## src/lmd_pkg.sv

```systemverilog
// Shared types and constants of the 3x3 local maximum detector.
// No dependencies; imported by every module of the block but lmd_line_ram.
package lmd_pkg;

  localparam int MAX_WIDTH_DEF  = 1024;
  localparam int MAX_HEIGHT_DEF = 1024;
  localparam int PIXEL_BITS_DEF = 8;

  localparam int DEF_WIDTH     = 640;
  localparam int DEF_HEIGHT    = 480;
  localparam int DEF_THRESHOLD = 0;

  localparam int CFG_INDEX_W = 2;
  localparam int CFG_DATA_W  = 11;
  localparam int THR_W       = 8;
  localparam int POS_W       = 10;

  typedef enum logic [CFG_INDEX_W-1:0] {
    REG_IMAGE_WIDTH  = 2'd0,
    REG_IMAGE_HEIGHT = 2'd1,
    REG_THRESHOLD    = 2'd2
  } cfg_reg_t;

  typedef enum logic {
    REQ_PIXEL = 1'b0,
    REQ_FLUSH = 1'b1
  } req_type_t;

  typedef struct packed {
    logic       req_type;
    logic [7:0] pixel_value;
  } lmd_in_t;

  typedef struct packed {
    logic             is_max;
    logic [POS_W-1:0] col;
    logic [POS_W-1:0] row;
    logic             frame_end;
  } lmd_out_t;

  typedef struct packed {
    logic top;
    logic bottom;
    logic left;
    logic right;
  } lmd_bound_t;

endpackage

```

## src/lmd_window.sv

```systemverilog
// 3x3 pixel window and the thresholded local-maximum test on its center.
// Depends on lmd_pkg (lmd_bound_t, THR_W).
module lmd_window
  import lmd_pkg::*;
#(
  parameter int PIXEL_BITS = PIXEL_BITS_DEF
) (
  input  logic                  clk,
  input  logic                  shift,
  input  logic [PIXEL_BITS-1:0] top_pix,
  input  logic [PIXEL_BITS-1:0] mid_pix,
  input  logic [PIXEL_BITS-1:0] bot_pix,
  input  lmd_bound_t            bound,
  input  logic [THR_W-1:0]      thr,
  output logic                  is_max
);

  localparam int CMP_W = (PIXEL_BITS > THR_W) ? PIXEL_BITS : THR_W;

  logic [PIXEL_BITS-1:0] win [3][3];
  logic [PIXEL_BITS-1:0] new_col [3];
  logic                  row_ok [3];
  logic                  col_ok [3];
  logic                  nb_ok;
  logic                  any_nb;
  logic                  above;

  assign new_col[0] = top_pix;
  assign new_col[1] = mid_pix;
  assign new_col[2] = bot_pix;

  always_ff @(posedge clk) begin
    if (shift) begin
      for (int r = 0; r < 3; r++) begin
        win[r][0] <= win[r][1];
        win[r][1] <= win[r][2];
        win[r][2] <= new_col[r];
      end
    end
  end

  assign row_ok[0] = !bound.top;
  assign row_ok[1] = 1'b1;
  assign row_ok[2] = !bound.bottom;
  assign col_ok[0] = !bound.left;
  assign col_ok[1] = 1'b1;
  assign col_ok[2] = !bound.right;

  assign above = CMP_W'(win[1][1]) > CMP_W'(thr);

  always_comb begin
    nb_ok  = 1'b1;
    any_nb = 1'b0;
    for (int r = 0; r < 3; r++) begin
      for (int c = 0; c < 3; c++) begin
        if (!(r == 1 && c == 1) && row_ok[r] && col_ok[c]) begin
          any_nb = 1'b1;
          if (win[r][c] > win[1][1]) begin
            nb_ok = 1'b0;
          end
        end
      end
    end
    is_max = nb_ok && (!any_nb || above);
  end

endmodule

```

## config.mk

```make
export PLATFORM = sky130hd
export DESIGN_NAME = lmd_window
export DESIGN_NICKNAME = d
export VERILOG_FILES = /design/src/lmd_pkg.sv /design/src/lmd_window.sv
export SDC_FILE = /design/constraint.sdc
export NUM_CORES = 1
export LEC_CHECK = 0
export ABC_AREA = 1
export BUFFER_PORTS_ARGS = -buffer_cell sky130_fd_sc_hd__buf_4
export CAP_MARGIN = 20
export CORE_MARGIN = 3
export CORE_UTILIZATION = 30
export DETAILED_ROUTE_END_ITERATION = 6
export SLEW_MARGIN = 20
export SYNTH_ARGS = -nofsm -noshare
export SYNTH_HDL_FRONTEND = slang
export SYNTH_SLANG_ARGS = --single-unit
```

## constraint.sdc

```tcl
create_clock -name clk -period 2.3 [get_ports clk]
set_input_delay 0.23 -clock clk [delete_from_list [all_inputs] [get_ports clk]]
set_output_delay 0.23 -clock clk [all_outputs]
set_load 0.02 [all_outputs]
```

==> results summary <==
The run finished, with violations left. The final reports fail on setup timing. The overall track demand over capacity in global routing came out at between 10 and 15%. The data required time of the critical path is 2070 ps. The register containing the most flip-flops in the final layout is win. In this run the critical register-to-register path is captured at win[1][21].

The static power due to leakage is 2.35 nW. The tightest min-delay check is of the input pin to flip-flop type. Together, buffers and inverters on the worst path number 3. The number of synthesized flops with an enable pin is 72. The setup check on the worst reg-to-reg path leaves a slack of 1420 ps. The synthesized flop and latch total is 72. The max-slew violation total from the final report was 0. In the routed design, unresolved DRC markers number 0. The worst setup margin came out at -123 ps. The cell area after placement is 4510 um2. The floorplan step set the die width to 121 um.

The count of input and output buffers is 38. The path length in cells of the critical path came out at 12. The number of buffers on the longest clock path came out at 2. The total setup violations reported at the end of the flow is 1. The worst IR drop on VDD is about 0.00040 V. The total inserted antenna cells came out at 0. The final-layout setup total negative slack is -123 ps. The die area is 14700 um2.

The hold violation count in the final report is 0. The via count of the routed design came out at 2700. The core region is roughly 13000 um2. The post-synthesis area per instance is roughly 11 um2. The post-synthesis cell type count came out at 15.

Among cell families on the critical path, the largest total delay comes from simple AND/OR/NAND/NOR gates. Once detail routing completed, the nets flagged for antenna violations numbered 0. The worst slew margin relative to its limit came out at about two thirds.

The met1 wire length is 3410 um. After routing the design area is a little over 5000 um2. After detailed routing, the total wire length is 7700 um. Row generation in the floorplan step produced 41 rows. The highest metal layer carrying signal wires in the routed design is met4. The clock latency on the worst-skew pair came out at 330 ps.

The most frequently used cell type in the post-synthesis netlist is sky130_fd_sc_hd__nand2_1. The synthesized net count came out at 473. For the worst setup path, the data arrival time is 2190 ps. The total number of nets in the final design came out at 536.

For the finished layout, the period the worst path requires is approximately 2400 ps. In this run the critical register-to-register path is launched from win[1][13]. The half-perimeter wire length of the detailed placement result is 5520 um. Following the worst setup path forward leads to its endpoint at is_max. On the final layout, the worst clock skew is 3.24 ps. The top fanout value on the critical path is 8. In the synthesized netlist, the number of instances is around 360. The sequential element share of the synthesized area came out at 54.2%.

Summed over all nets, wire length on met3 after detailed routing comes to between 300 and 400 um. The via count normalized by instance count is 4.48. The netlist area before placement is 3990 um2. Setup repair after global routing could not meet its margin everywhere. Once the floorplan was initialized, standard cells occupied approximately 31% of the core. Across the run, the number of max-cap violations was 0. The largest registers in the layout are win x72. STA classifies the critical path startpoint as a flip-flop. The area fraction of the dominant cell type after synthesis came out at 54.2%. The layout-stage area growth over the synthesis result is 29.2%. The vertical extent of the die is 121 um. The final estimated routing congestion in global placement came out at 0.779. The CTS clock-pin slew for the worst setup and hold paths came out at ~60 ps.

The worst-case reg-to-reg path depth is 1. The worst setup path startpoint is win[1][13]. The power consumption came out at approximately 3.8 mW. The number of antenna violations at the first check in global routing came out at 0.

Yosys attributes the largest share of cell area to sky130_fd_sc_hd__edfxtp_1 54%, sky130_fd_sc_hd__ha_1 23%, sky130_fd_sc_hd__nand2_1 8.8%. The first-pass iteration count of the detailed router came out at 4. STA classifies the critical path endpoint as an output port. The register with the most flip-flops in the layout has 72 of them. The biggest area contributor in the post-synthesis netlist is sky130_fd_sc_hd__edfxtp_1.

The critical path is of the flip-flop to output port type. The upper clock frequency limit came out at roughly 410 MHz. The number of top-level pins came out at 39. Counting flops with an async set or reset pin after synthesis yields a share of 0%. The ratio of cells with drive above 1 in the final layout is between 20% and 30%. In the synthesized netlist the dominant register cell turns out to be sky130_fd_sc_hd__edfxtp_1.

The number of instances in the placed design came out at 574. The cell area power density is 729 nW/um2. The clock net in this run drives a total of 72 sinks. The number of H-tree levels is 3. Walking the worst path, the cells encountered are clkinv_4 > buf_4 > ha_1 > nand2_1 > nor2_1 > nand4_1 > nand2_1 > a21oi_1 > nor2_1 > nand3_2 > nor2_4 > buf_6. The wire length of the first global-routing pass is 12600 um. The root buffer cell chosen for the clock tree is sky130_fd_sc_hd__clkbuf_16.

The routed length per instance came out at 12.8 um. The final period utilization came out at 105%. The number of buffers created by CTS is 9. Among all stages on the critical path, the largest delay is contributed by sky130_fd_sc_hd__edfxtp_1. In this run, the number of DRC markers left after iteration 0 of detailed routing was ~130. The number of standard cells in the final layout excluding fillers came out at 603.

Summed over all layers, the global routing overflow is 0. The biggest cell delay along the critical path came out at about 440 ps. The via count of the first global-routing pass came out at 2779. Yosys printed 0 warnings.

The commonest cells after synthesis are 94 x sky130_fd_sc_hd__nand2_1, 72 x sky130_fd_sc_hd__edfxtp_1, 72 x sky130_fd_sc_hd__ha_1, 53 x sky130_fd_sc_hd__inv_1, 28 x sky130_fd_sc_hd__a21oi_1. TritonCTS built the clock tree. The pin count of the biggest net entering global routing is 38. Wire segments on met2 add up to between 3000 and 4000 um in the final route. The slew at the pin closest to its max-slew limit is 498 ps.
[cells by family after synthesis]
| group | synth area share (%) |
|---|---|
| AO/OA/AOI/OAI | 5.84 |
| buffers and inverters | 5.08 |
| flip-flops | 54.2 |
| adder cells (fa/ha/maj) | 22.6 |
| AND/OR/NAND/NOR | 12.3 |
[metrics by stage]
step,hold slack [ps],utilization (%),worst slack [ps]
2_1_floorplan,329,-,487
3_3_place_gp,409,35.2,133
4_1_cts,56.4,39.4,-102
5_1_grt,54.8,40.2,-254
6_report,70.7,40.2,-123
3_5_place_dp,409,35.2,84.6
[area by class of cell]
cell class / instances / area [um2]
multi-input combinational: 237 / 1780
clock inverter: 6 / 108
timing repair buffer: 52 / 439
tap: 172 / 215
inverter: 54 / 220
sequential: 72 / 2160
clock buffer: 10 / 229
fill: 1254 / 7670
[what timing repair did]
item | 4_1_cts | 5_1_grt
hold buffers | 0 | 0
endpoints found under the setup margin | 1 | 1
setup buffers | 8 | 5
pin swaps | 14 | 7
gates resized for setup | 27 | 11
[report_power, final]
part	total [mW]	switching (mW)	internal [mW]
clock network	1.58	0.522	1.06
registers	1.61	0.0556	1.56
logic	0.567	0.303	0.264
[layout by cell type (no fill, tap or decap)]
cell,Yosys,final
sky130_fd_sc_hd__nand4_1,5,5
sky130_fd_sc_hd__a21oi_1,28,24
sky130_fd_sc_hd__inv_4,0,3
sky130_fd_sc_hd__o21ai_0,2,2
sky130_fd_sc_hd__nand3_1,2,1
sky130_fd_sc_hd__o21bai_1,2,2
sky130_fd_sc_hd__nor2_4,0,1
sky130_fd_sc_hd__clkbuf_1,0,1
sky130_fd_sc_hd__ha_1,72,63
sky130_fd_sc_hd__nor2_2,2,3
sky130_fd_sc_hd__buf_12,0,3
sky130_fd_sc_hd__clkinvlp_4,0,2
sky130_fd_sc_hd__nor2_1,20,18
sky130_fd_sc_hd__clkbuf_16,0,9
sky130_fd_sc_hd__a21oi_2,0,4
sky130_fd_sc_hd__nand2_1,94,91
sky130_fd_sc_hd__nand2_2,0,2
sky130_fd_sc_hd__ha_4,0,9
sky130_fd_sc_hd__buf_4,0,46
sky130_fd_sc_hd__nand3_2,0,1
sky130_fd_sc_hd__o21a_1,4,4
sky130_fd_sc_hd__inv_1,53,45
sky130_fd_sc_hd__inv_2,0,3
sky130_fd_sc_hd__edfxtp_1,72,72
sky130_fd_sc_hd__clkinv_2,0,3
sky130_fd_sc_hd__nand2_4,0,1
sky130_fd_sc_hd__nand3b_1,1,1
sky130_fd_sc_hd__clkinv_4,0,1
sky130_fd_sc_hd__a21o_1,5,5
sky130_fd_sc_hd__buf_6,0,3
sky130_fd_sc_hd__bufinv_16,0,3
[metal layers]
metal / vias up / global-route usage [%]
met5: - / 0
met4: 0 / 3.57
met3: 8 / 3.50
met2: 53 / 18.6
met1: 1272 / 13.4
li1: 1367 / -
[worst min path at each step]
stage	start	to	depth (start not counted)
detailed placement	top_pix[0]	win[0][0]	1
CTS	bot_pix[4]	win[2][4]	1
finish	bot_pix[4]	win[2][4]	1
global placement	bot_pix[4]	win[2][4]	1
global route	top_pix[0]	win[0][0]	1
floorplan	top_pix[0]	win[0][0]	0
No activity file was read; power rests on OpenSTA's default activity.
